$ cat config.mk
export PLATFORM = sky130hd
export DESIGN_NAME = dle_framed_uplink_parser_unit
export DESIGN_NICKNAME = d
export VERILOG_FILES = /design/src/rtl/dfup_pkg.sv /design/src/rtl/dfup_ram.sv /design/src/rtl/dfup_queue.sv /design/src/rtl/dfup_front.sv /design/src/rtl/dfup_back.sv /design/src/rtl/dle_framed_uplink_parser_unit.sv
export SDC_FILE = /design/constraint.sdc
export NUM_CORES = 2
export LEC_CHECK = 0
export BUFFER_PORTS_ARGS = -buffer_cell sky130_fd_sc_hd__clkbuf_2
export CAP_MARGIN = 20
export CORE_MARGIN = 5
export CORE_UTILIZATION = 30
export CTS_CLUSTER_SIZE = 40
export DETAILED_ROUTE_END_ITERATION = 7
export SLEW_MARGIN = 20
export SYNTH_ARGS = -nofsm -noshare
export SYNTH_HDL_FRONTEND = slang
export SYNTH_SLANG_ARGS = --single-unit
$ cat constraint.sdc
create_clock -name i_clk -period 7.9 [get_ports i_clk]
set_input_delay 1.185 -clock i_clk [delete_from_list [all_inputs] [get_ports i_clk]]
set_output_delay 1.185 -clock i_clk [all_outputs]
set_load 0.005 [all_outputs]
$ cat src/rtl/dfup_pkg.sv
// Shared types and constants for the DLE framed uplink parser.
// Used by every module of the block except dfup_ram; depends on nothing.
package dfup_pkg;

    localparam int COMMAND_BYTES_DEF = 32;
    localparam int TABLE_ENTRIES     = 256;
    localparam int QUEUE_DEPTH_DEF   = 2;

    localparam logic [7:0] DLE_BYTE = 8'h10;
    localparam logic [7:0] ETX_BYTE = 8'h03;
    localparam logic [7:0] ID_POS   = 8'h10;
    localparam logic [7:0] ID_TIME  = 8'h11;
    localparam logic [7:0] ID_ALT   = 8'h12;
    localparam logic [7:0] ID_REQ   = 8'h13;
    localparam logic [7:0] ID_CMD   = 8'h14;

    localparam logic OP_BYTE = 1'b0;
    localparam logic OP_SET  = 1'b1;

    localparam logic [2:0] KIND_POS  = 3'd0;
    localparam logic [2:0] KIND_TIME = 3'd1;
    localparam logic [2:0] KIND_ALT  = 3'd2;
    localparam logic [2:0] KIND_REQ  = 3'd3;
    localparam logic [2:0] KIND_CMD  = 3'd4;

    localparam logic [1:0] JOB_SET   = 2'd0;
    localparam logic [1:0] JOB_FRAME = 2'd1;
    localparam logic [1:0] JOB_FRAG  = 2'd2;

    typedef struct packed {
        logic [1:0]  jtype;
        logic [2:0]  kind;
        logic [31:0] word_a;
        logic [31:0] word_b;
        logic [31:0] word_c;
        logic [15:0] week;
        logic [7:0]  arg0;
        logic [7:0]  arg1;
    } t_job;

endpackage

$ cat src/rtl/dfup_ram.sv
// Generic single write port, single read port RAM with registered read data.
// Stand-alone; no package dependency.
module dfup_ram #(
    parameter int WIDTH = 8,
    parameter int DEPTH = 32
) (
    input  logic                     i_clk,
    input  logic                     i_we,
    input  logic [$clog2(DEPTH)-1:0] i_waddr,
    input  logic [WIDTH-1:0]         i_wdata,
    input  logic [$clog2(DEPTH)-1:0] i_raddr,
    output logic [WIDTH-1:0]         o_rdata
);

    logic [WIDTH-1:0] r_mem [DEPTH];
    logic [WIDTH-1:0] r_rdata;

    always_ff @(posedge i_clk) begin
        if (i_we) begin
            r_mem[i_waddr] <= i_wdata;
        end
        r_rdata <= r_mem[i_raddr];
    end

    assign o_rdata = r_rdata;

endmodule

$ cat src/rtl/dfup_queue.sv
// Short in-order job queue between the parser front and the execution back.
// Depends on dfup_pkg for the job type.
module dfup_queue #(
    parameter int DEPTH = dfup_pkg::QUEUE_DEPTH_DEF
) (
    input  logic              i_clk,
    input  logic              i_rst_n,
    input  logic              i_push,
    input  dfup_pkg::t_job    i_data,
    input  logic              i_pop,
    output dfup_pkg::t_job    o_data,
    output logic              o_empty,
    output logic              o_full
);

    localparam int AW = (DEPTH > 1) ? $clog2(DEPTH) : 1;
    localparam int CW = $clog2(DEPTH + 1);

    dfup_pkg::t_job r_mem [DEPTH];
    logic [AW-1:0]  r_wr;
    logic [AW-1:0]  r_rd;
    logic [CW-1:0]  r_cnt;
    logic           do_push;
    logic           do_pop;

    assign o_empty = (r_cnt == '0);
    assign o_full  = (r_cnt == CW'(DEPTH));
    assign do_push = i_push && !o_full;
    assign do_pop  = i_pop && !o_empty;
    assign o_data  = r_mem[r_rd];

    always_ff @(posedge i_clk) begin
        if (do_push) begin
            r_mem[r_wr] <= i_data;
        end
        if (!i_rst_n) begin
            r_wr  <= '0;
            r_rd  <= '0;
            r_cnt <= '0;
        end else begin
            if (do_push) begin
                r_wr <= (r_wr == AW'(DEPTH - 1)) ? '0 : r_wr + AW'(1);
            end
            if (do_pop) begin
                r_rd <= (r_rd == AW'(DEPTH - 1)) ? '0 : r_rd + AW'(1);
            end
            if (do_push && !do_pop) begin
                r_cnt <= r_cnt + CW'(1);
            end else if (do_pop && !do_push) begin
                r_cnt <= r_cnt - CW'(1);
            end
        end
    end

endmodule

$ cat src/rtl/dfup_front.sv
// Parser front: accepts items, tracks DLE framing and collects message bodies.
// Pushes one job per decoded frame, fragment or length write; uses dfup_pkg.
module dfup_front (
    input  logic           i_clk,
    input  logic           i_rst_n,
    input  logic           i_valid,
    output logic           o_ready,
    input  logic           i_op,
    input  logic [7:0]     i_rx_byte,
    input  logic [7:0]     i_cmd_id,
    input  logic [7:0]     i_cmd_length,
    input  logic           i_full,
    output logic           o_push,
    output dfup_pkg::t_job o_job
);

    localparam logic [2:0] PH_HUNT = 3'd0;
    localparam logic [2:0] PH_ID   = 3'd1;
    localparam logic [2:0] PH_POS  = 3'd2;
    localparam logic [2:0] PH_TIME = 3'd3;
    localparam logic [2:0] PH_ALT  = 3'd4;
    localparam logic [2:0] PH_REQ  = 3'd5;
    localparam logic [2:0] PH_CMD  = 3'd6;

    function automatic logic [3:0] body_len(input logic [2:0] ph);
        logic [3:0] len;
        case (ph)
            PH_POS:  len = 4'd15;
            PH_TIME: len = 4'd15;
            PH_ALT:  len = 4'd7;
            PH_REQ:  len = 4'd1;
            default: len = 4'd4;
        endcase
        return len;
    endfunction

    logic [2:0]     r_phase;
    logic [2:0]     n_phase;
    logic [3:0]     r_count;
    logic [3:0]     n_count;
    logic [7:0]     r_body [15];
    logic           body_we;
    logic           accept;
    dfup_pkg::t_job job;
    logic           push;

    assign o_ready = !i_full;
    assign accept  = i_valid && o_ready;

    always_comb begin
        n_phase = r_phase;
        n_count = r_count;
        body_we = 1'b0;
        push    = 1'b0;
        job     = '0;
        if (accept) begin
            if (i_op == dfup_pkg::OP_SET) begin
                push       = 1'b1;
                job.jtype  = dfup_pkg::JOB_SET;
                job.arg0   = i_cmd_id;
                job.arg1   = i_cmd_length;
            end else begin
                unique case (r_phase)
                    PH_HUNT: begin
                        if (i_rx_byte == dfup_pkg::DLE_BYTE) begin
                            n_phase = PH_ID;
                        end
                    end
                    PH_ID: begin
                        n_count = '0;
                        case (i_rx_byte)
                            dfup_pkg::ID_POS:  n_phase = PH_POS;
                            dfup_pkg::ID_TIME: n_phase = PH_TIME;
                            dfup_pkg::ID_ALT:  n_phase = PH_ALT;
                            dfup_pkg::ID_REQ:  n_phase = PH_REQ;
                            dfup_pkg::ID_CMD:  n_phase = PH_CMD;
                            default:           n_phase = PH_HUNT;
                        endcase
                    end
                    default: begin
                        body_we = 1'b1;
                        if (r_count + 4'd1 == body_len(r_phase)) begin
                            n_phase = PH_HUNT;
                            n_count = '0;
                            if (i_rx_byte == dfup_pkg::ETX_BYTE) begin
                                push      = 1'b1;
                                job.jtype = dfup_pkg::JOB_FRAME;
                                case (r_phase)
                                    PH_POS: begin
                                        job.kind   = dfup_pkg::KIND_POS;
                                        job.word_a = {r_body[3], r_body[2],
                                                      r_body[1], r_body[0]};
                                        job.word_b = {r_body[7], r_body[6],
                                                      r_body[5], r_body[4]};
                                        job.word_c = {r_body[11], r_body[10],
                                                      r_body[9], r_body[8]};
                                    end
                                    PH_TIME: begin
                                        job.kind   = dfup_pkg::KIND_TIME;
                                        job.word_a = {r_body[3], r_body[2],
                                                      r_body[1], r_body[0]};
                                        job.week   = {r_body[5], r_body[4]};
                                        job.word_b = {r_body[9], r_body[8],
                                                      r_body[7], r_body[6]};
                                        job.word_c = {r_body[13], r_body[12],
                                                      r_body[11], r_body[10]};
                                    end
                                    PH_ALT: begin
                                        job.kind   = dfup_pkg::KIND_ALT;
                                        job.word_a = {16'd0, r_body[0], r_body[1]};
                                        job.word_b = {16'd0, r_body[2], r_body[3]};
                                        job.word_c = {16'd0, r_body[4], r_body[5]};
                                    end
                                    PH_REQ: begin
                                        job.kind = dfup_pkg::KIND_REQ;
                                    end
                                    default: begin
                                        job.jtype = dfup_pkg::JOB_FRAG;
                                        job.arg0  = r_body[1];
                                        job.arg1  = r_body[2];
                                    end
                                endcase
                            end
                        end else begin
                            n_count = r_count + 4'd1;
                        end
                    end
                endcase
            end
        end
    end

    always_ff @(posedge i_clk) begin
        if (body_we) begin
            r_body[r_count] <= i_rx_byte;
        end
        if (!i_rst_n) begin
            r_phase <= PH_HUNT;
            r_count <= '0;
        end else begin
            r_phase <= n_phase;
            r_count <= n_count;
        end
    end

    assign o_push = push;
    assign o_job  = job;

endmodule

$ cat src/rtl/dfup_back.sv
// Execution back: drains jobs, keeps the length table and the command buffer,
// and drives the result register. Uses dfup_pkg and dfup_ram.
module dfup_back #(
    parameter int COMMAND_BYTES = dfup_pkg::COMMAND_BYTES_DEF
) (
    input  logic           i_clk,
    input  logic           i_rst_n,
    input  dfup_pkg::t_job i_job,
    input  logic           i_empty,
    output logic           o_pop,
    output logic           o_valid,
    input  logic           i_ready,
    output logic [2:0]     o_kind,
    output logic [31:0]    o_word_a,
    output logic [31:0]    o_word_b,
    output logic [31:0]    o_word_c,
    output logic [15:0]    o_week,
    output logic [7:0]     o_command_byte,
    output logic           o_command_known,
    output logic           o_last
);

    localparam int AW  = $clog2(COMMAND_BYTES);
    localparam int LW  = $clog2(COMMAND_BYTES + 1);
    localparam int TAW = $clog2(dfup_pkg::TABLE_ENTRIES);

    localparam logic [1:0] ST_IDLE    = 2'd0;
    localparam logic [1:0] ST_LOOKUP  = 2'd1;
    localparam logic [1:0] ST_EMIT_RD = 2'd2;
    localparam logic [1:0] ST_EMIT_WR = 2'd3;

    logic [1:0]    r_state;
    logic [1:0]    n_state;
    logic [LW-1:0] r_len;
    logic [LW-1:0] n_len;
    logic [LW-1:0] r_idx;
    logic [LW-1:0] n_idx;
    logic [7:0]    r_first;
    logic [7:0]    n_first;
    logic          r_known;
    logic          n_known;
    logic [dfup_pkg::TABLE_ENTRIES-1:0] r_tvalid;

    logic          tbl_we;
    logic [TAW-1:0] tbl_raddr;
    logic [7:0]    tbl_rdata;
    logic          cmd_we;
    logic [7:0]    cmd_rdata;
    logic [AW-1:0] cmd_raddr;

    logic          slot_free;
    logic          load_frame;
    logic          load_cmd;
    logic          cmd_last;
    logic          pop;

    logic          r_out_valid;
    logic [2:0]    r_kind;
    logic [31:0]   r_word_a;
    logic [31:0]   r_word_b;
    logic [31:0]   r_word_c;
    logic [15:0]   r_week;
    logic [7:0]    r_cmd_byte;
    logic          r_cmd_known;
    logic          r_last;

    assign slot_free = !r_out_valid || i_ready;
    assign cmd_last  = (r_idx + LW'(1) == r_len);
    assign tbl_raddr = (r_len == '0) ? i_job.arg1 : r_first;
    assign cmd_raddr = r_idx[AW-1:0];

    always_comb begin
        n_state    = r_state;
        n_len      = r_len;
        n_idx      = r_idx;
        n_first    = r_first;
        n_known    = r_known;
        pop        = 1'b0;
        tbl_we     = 1'b0;
        cmd_we     = 1'b0;
        load_frame = 1'b0;
        load_cmd   = 1'b0;
        unique case (r_state)
            ST_IDLE: begin
                if (!i_empty) begin
                    case (i_job.jtype)
                        dfup_pkg::JOB_SET: begin
                            pop    = 1'b1;
                            tbl_we = 1'b1;
                        end
                        dfup_pkg::JOB_FRAME: begin
                            if (slot_free) begin
                                pop        = 1'b1;
                                load_frame = 1'b1;
                            end
                        end
                        default: begin
                            pop = 1'b1;
                            if (i_job.arg0 != 8'(r_len) ||
                                r_len >= LW'(COMMAND_BYTES)) begin
                                n_len = '0;
                            end else begin
                                cmd_we  = 1'b1;
                                n_len   = r_len + LW'(1);
                                n_first = tbl_raddr;
                                n_state = ST_LOOKUP;
                            end
                        end
                    endcase
                end
            end
            ST_LOOKUP: begin
                if (r_tvalid[r_first] && tbl_rdata != 8'(r_len)) begin
                    n_state = ST_IDLE;
                end else begin
                    n_known = r_tvalid[r_first];
                    n_idx   = '0;
                    n_state = ST_EMIT_RD;
                end
            end
            ST_EMIT_RD: begin
                n_state = ST_EMIT_WR;
            end
            default: begin
                if (slot_free) begin
                    load_cmd = 1'b1;
                    if (cmd_last) begin
                        n_len   = '0;
                        n_state = ST_IDLE;
                    end else begin
                        n_idx   = r_idx + LW'(1);
                        n_state = ST_EMIT_RD;
                    end
                end
            end
        endcase
    end

    dfup_ram #(
        .WIDTH (8),
        .DEPTH (dfup_pkg::TABLE_ENTRIES)
    ) u_table (
        .i_clk   (i_clk),
        .i_we    (tbl_we),
        .i_waddr (i_job.arg0),
        .i_wdata (i_job.arg1),
        .i_raddr (tbl_raddr),
        .o_rdata (tbl_rdata)
    );

    dfup_ram #(
        .WIDTH (8),
        .DEPTH (COMMAND_BYTES)
    ) u_command (
        .i_clk   (i_clk),
        .i_we    (cmd_we),
        .i_waddr (r_len[AW-1:0]),
        .i_wdata (i_job.arg1),
        .i_raddr (cmd_raddr),
        .o_rdata (cmd_rdata)
    );

    always_ff @(posedge i_clk) begin
        if (load_frame) begin
            r_kind      <= i_job.kind;
            r_word_a    <= i_job.word_a;
            r_word_b    <= i_job.word_b;
            r_word_c    <= i_job.word_c;
            r_week      <= i_job.week;
            r_cmd_byte  <= '0;
            r_cmd_known <= 1'b0;
            r_last      <= 1'b1;
        end else if (load_cmd) begin
            r_kind      <= dfup_pkg::KIND_CMD;
            r_word_a    <= '0;
            r_word_b    <= '0;
            r_word_c    <= '0;
            r_week      <= '0;
            r_cmd_byte  <= cmd_rdata;
            r_cmd_known <= r_known;
            r_last      <= cmd_last;
        end
        r_idx   <= n_idx;
        r_first <= n_first;
        r_known <= n_known;
        if (!i_rst_n) begin
            r_state     <= ST_IDLE;
            r_len       <= '0;
            r_tvalid    <= '0;
            r_out_valid <= 1'b0;
        end else begin
            r_state <= n_state;
            r_len   <= n_len;
            if (tbl_we) begin
                r_tvalid[i_job.arg0] <= 1'b1;
            end
            if (load_frame || load_cmd) begin
                r_out_valid <= 1'b1;
            end else if (i_ready) begin
                r_out_valid <= 1'b0;
            end
        end
    end

    assign o_pop           = pop;
    assign o_valid         = r_out_valid;
    assign o_kind          = r_kind;
    assign o_word_a        = r_word_a;
    assign o_word_b        = r_word_b;
    assign o_word_c        = r_word_c;
    assign o_week          = r_week;
    assign o_command_byte  = r_cmd_byte;
    assign o_command_known = r_cmd_known;
    assign o_last          = r_last;

    a_len_bounded: assert property (@(posedge i_clk) disable iff (!i_rst_n)
        r_len <= LW'(COMMAND_BYTES))
        else $error("command length beyond buffer");

    a_idx_in_run: assert property (@(posedge i_clk) disable iff (!i_rst_n)
        (r_state == ST_EMIT_RD || r_state == ST_EMIT_WR) |-> r_idx < r_len)
        else $error("emit index outside the held command");

    a_lookup_after_idle: assert property (@(posedge i_clk) disable iff (!i_rst_n)
        (r_state == ST_IDLE && n_state == ST_LOOKUP) |-> cmd_we && pop)
        else $error("lookup started without storing a fragment");

endmodule

$ cat src/rtl/dle_framed_uplink_parser_unit.sv
// Top level of the DLE framed uplink parser: front, job queue and back.
// Depends on dfup_pkg, dfup_front, dfup_queue and dfup_back.
// Input: one item per cycle while the job queue has room; it stalls when the queue is full.
// A frame is queued when its ETX item is accepted, then loaded into the output register.
// A finished command runs through LOOKUP, then EMIT_RD and EMIT_WR for each byte.
// Synchronous reset clears framing, assembly and the length table valid bits.
module dle_framed_uplink_parser_unit #(
    parameter int COMMAND_BYTES = dfup_pkg::COMMAND_BYTES_DEF,
    parameter int QUEUE_DEPTH   = dfup_pkg::QUEUE_DEPTH_DEF
) (
    input  logic        i_clk,
    input  logic        i_rst_n,
    input  logic        i_valid,
    output logic        o_ready,
    input  logic        i_op,
    input  logic [7:0]  i_rx_byte,
    input  logic [7:0]  i_cmd_id,
    input  logic [7:0]  i_cmd_length,
    output logic        o_valid,
    input  logic        i_ready,
    output logic [2:0]  o_kind,
    output logic [31:0] o_word_a,
    output logic [31:0] o_word_b,
    output logic [31:0] o_word_c,
    output logic [15:0] o_week,
    output logic [7:0]  o_command_byte,
    output logic        o_command_known,
    output logic        o_last
);

    dfup_pkg::t_job push_job;
    dfup_pkg::t_job head_job;
    logic           push;
    logic           pop;
    logic           empty;
    logic           full;

    dfup_front u_front (
        .i_clk        (i_clk),
        .i_rst_n      (i_rst_n),
        .i_valid      (i_valid),
        .o_ready      (o_ready),
        .i_op         (i_op),
        .i_rx_byte    (i_rx_byte),
        .i_cmd_id     (i_cmd_id),
        .i_cmd_length (i_cmd_length),
        .i_full       (full),
        .o_push       (push),
        .o_job        (push_job)
    );

    dfup_queue #(
        .DEPTH (QUEUE_DEPTH)
    ) u_queue (
        .i_clk   (i_clk),
        .i_rst_n (i_rst_n),
        .i_push  (push),
        .i_data  (push_job),
        .i_pop   (pop),
        .o_data  (head_job),
        .o_empty (empty),
        .o_full  (full)
    );

    dfup_back #(
        .COMMAND_BYTES (COMMAND_BYTES)
    ) u_back (
        .i_clk           (i_clk),
        .i_rst_n         (i_rst_n),
        .i_job           (head_job),
        .i_empty         (empty),
        .o_pop           (pop),
        .o_valid         (o_valid),
        .i_ready         (i_ready),
        .o_kind          (o_kind),
        .o_word_a        (o_word_a),
        .o_word_b        (o_word_b),
        .o_word_c        (o_word_c),
        .o_week          (o_week),
        .o_command_byte  (o_command_byte),
        .o_command_known (o_command_known),
        .o_last          (o_last)
    );

endmodule

==> impl_metrics.csv <==
group,metric,value,unit
min_path,hold_depth,2,
cells_and_area,syn_to_final_growth,14.7,%
logic_synthesis,async_flop_share,0,%
logic_synthesis,avgSynthCellArea,15.8,um^2
critical_path,cp_slowest_cell,"inv_8",
critical_path,r2r_slack,1.90,ns
routing,drt-total-wl,386,mm
global_routing,overflow,0,
critical_path,end_kind,"register",
flow_run,cap_violations,0,
clocking,cts.clk_slew.worst_paths,0.06,ns
global_routing,grt_max_degree,155,
critical_path,cp_common_cell,"mux2i_1",
critical_path,max_stage_delay,0.70,ns
floorplan,dieWidth,653,um
floorplan,io_pins,156,
sta,drv_slew,0,
clocking,cts_max_level,5,
pwr,power_density,352,mW/mm^2
floorplan,fp-row-count,236,
pwr,power,50.1,mW
critical_path,crit_fanout,89,
cells_and_area,finalInstanceArea,0.142,mm^2
critical_path,crit_chain,"inv_1, ha_1, nor2b_4, nand3_1, buf_4, nand2_4, inv_8, buf_12, mux2i_1, mux2i_1, a22oi_1, and4_1, o2111ai_1, a41o_1",
critical_path,r2r-end,"u_back.u_table.o_rdata[7]",
global_routing,antenna_found_initial,21,
pwr,p_leak,45.6,nW
place,place_inst,13100,
routing,drc_errors,0,
global_routing,grt_first_pass_wirelength,543,mm
place,gpl.final_weighted_congestion,0.897,
clocking,clk_latency,0.92,ns
sta,grt_setup_unrepaired,"no",
critical_path,critPathRequiredTime,8.67,ns
logic_synthesis,synth_edf_count,2810,
cells_and_area,layout_commonest_cell,"edfxtp_1",
clocking,post_cts_buffers,0,
global_routing,grt_pass1_vias,72600,
sta,tns,0,ns
sta,hold_ws,0.442,ns
cells_and_area,layout_common_cells,"edfxtp_1, nand2_1, nor2_1",
floorplan,start_util,30.1,%
clocking,cts_sinks,3113,
routing,viasPerCell,5.45,
routing,dr.pass1.iters,8,
cells_and_area,final_util,34.5,%
cells_and_area,instances_no_fill,13800,
routing,post_drt_wl_per_cell,28.1,um
min_path,min-delay-start,"u_back.u_command.o_rdata[1]",
clocking,post_cts_resized,0,
sta,fin_crit_sh,75.9,%
place,port_buffers,155,
clocking,clockBufferDepth,4,
cells_and_area,fin_nets,8051,
sta,tightest_slew,1.24,ns
min_path,hp-class,"register to register",
logic_synthesis,syn_inst,7863,
pwr,ir_drop,0.488,mV
place,placed_area,0.131,mm^2
clocking,cts_root_buf,"clkbuf_16",
clocking,numCtsBuffers,326,
floorplan,die_h,653,um
status,status,"finished, final reports clean",
sta,setup_viol,0,
critical_path,r2r_start,"u_back.r_len[0]",
logic_synthesis,ys_warn_count,0,
logic_synthesis,syn_area,0.124,mm^2
clocking,tritoncts,"done",
logic_synthesis,yosys_most_used_dff,"edfxtp_1",
sta,hold_viol_final,0,
critical_path,cp-start-kind,"register",
logic_synthesis,syn-num-nets,7906,
logic_synthesis,ys_seq_area_share,72.9,%
cells_and_area,drive_above_1_share,15.8,%
critical_path,cp_data_arrival_time,6.77,ns
critical_path,crit_buf_inv,4,
sta,worst_slack,1.90,ns
sta,clock-skew-final,0.0611,ns
routing,vias,75100,
critical_path,worst-r2r-cell-count,14,
logic_synthesis,synth_cell_type_count,111,
sta,min_period,6.00,ns
routing,drtIter0Drc,9626,
floorplan,core,0.413,mm^2
min_path,min_to,"u_back.o_command_byte[1]",
critical_path,criticalPathCategory,"register to register",
floorplan,die_area,0.426,mm^2
place,place_ws,2.10,ns
sta,fmax,167,MHz
global_routing,grt_usage,17.4,%
clocking,holdBufCountCts,0,
routing,antenna_left,0,
logic_synthesis,synth_seq_cells,3113,
sta,slew_headroom,16.9,%
place,post-dp-hpwl,243,mm
critical_path,crit_family,"buffers and inverters",
-- cells in the mapped netlist, drive strengths merged (27+ instances only) --
cell / count / area, um^2
edfxtp: 2810 / 84400
nand2: 645 / 2440
nor2: 589 / 2220
mux2i: 472 / 4750
dfxtp: 303 / 6070
mux4: 287 / 6460
buf: 281 / 1610
o21a: 264 / 1980
a21oi: 259 / 1300
clkbuf: 252 / 947
nand3: 240 / 1220
nand4: 153 / 957
a22oi: 120 / 901
a211oi: 117 / 888
and3: 110 / 688
a22o: 100 / 876
o22ai: 95 / 594
o21ai: 93 / 477
nand2b: 78 / 490
a31oi: 53 / 338
nor3: 34 / 196
a311oi: 33 / 289
and2: 32 / 200
nor4: 32 / 240
inv: 31 / 119
a21boi: 27 / 203
-- sequential cells by signal (all words and copies together), names as in the netlist, 32 cells and up, named ones only --
name                    cells
u_back.o_word_a            32
u_back.o_word_b            32
u_back.o_word_c            32
u_back.r_tvalid           256
u_back.u_command.r_mem    256
u_back.u_table.r_mem     2048
u_front.r_body            112
u_queue.r_mem             264
-- area by class of cell --
type                            instances  area [um^2]
Fill cell                           38700       270000
Sequential cell                      3113        90500
Multi-Input combinational cell       4185        31400
Clock buffer                          454         9110
Tap cell                             5474         6850
Timing Repair Buffer                  350         2520
Clock inverter                        143         1690
Inverter                               32          196
Antenna cell                           13         32.5
-- worst max-delay path by stage --
stage	cells after the start	endpoint	startpoint	slack (ns)
3_5_place_dp	14	u_back.u_table.o_rdata[7]	u_back.r_len[0]	2.10
2_1_floorplan	14	u_back.u_table.o_rdata[5]	register	0.95
6_report	14	u_back.u_table.o_rdata[7]	u_back.r_len[0]	1.90
3_3_place_gp	13	u_back.u_table.o_rdata[6]	u_back.r_len[0]	2.03
5_1_grt	14	u_back.u_table.o_rdata[7]	u_back.r_len[0]	1.80
4_1_cts	14	u_back.u_table.o_rdata[7]	u_back.r_len[0]	2.07
-- metal layers --
layer	global-route usage (%)	share of wire, %	vias to the layer above
li1	-	-	31100
met1	22.7	38	38700
met2	27.2	46	4367
met3	4.31	10	827
met4	8.32	5.3	10
met5	0	0.026	-
-- worst min-delay path: stages, from the launching register on --
cell and delay (ns):
dfxtp_1 0.30, nand2_1 0.05, a21oi_1 0.05
-- cells by family after synthesis --
logic type / after synthesis / share of synthesized area [%]
DFF: 3113 / 72.9
and+or+nand+nor: 1982 / 7.39
AOI/OAI and AO/OA: 1374 / 7.89
muxes: 785 / 9.28
buffers and inverters: 565 / 2.16
xor gates and xnor gates: 30 / 0.212
adders and majority gates: 14 / 0.141
-- where the power goes --
part	internal (mW)	switching, mW
Combinational	4.35	10.7
Sequential	19.3	0.227
Clock	9.12	6.44
(Power assumes the default switching activity.)
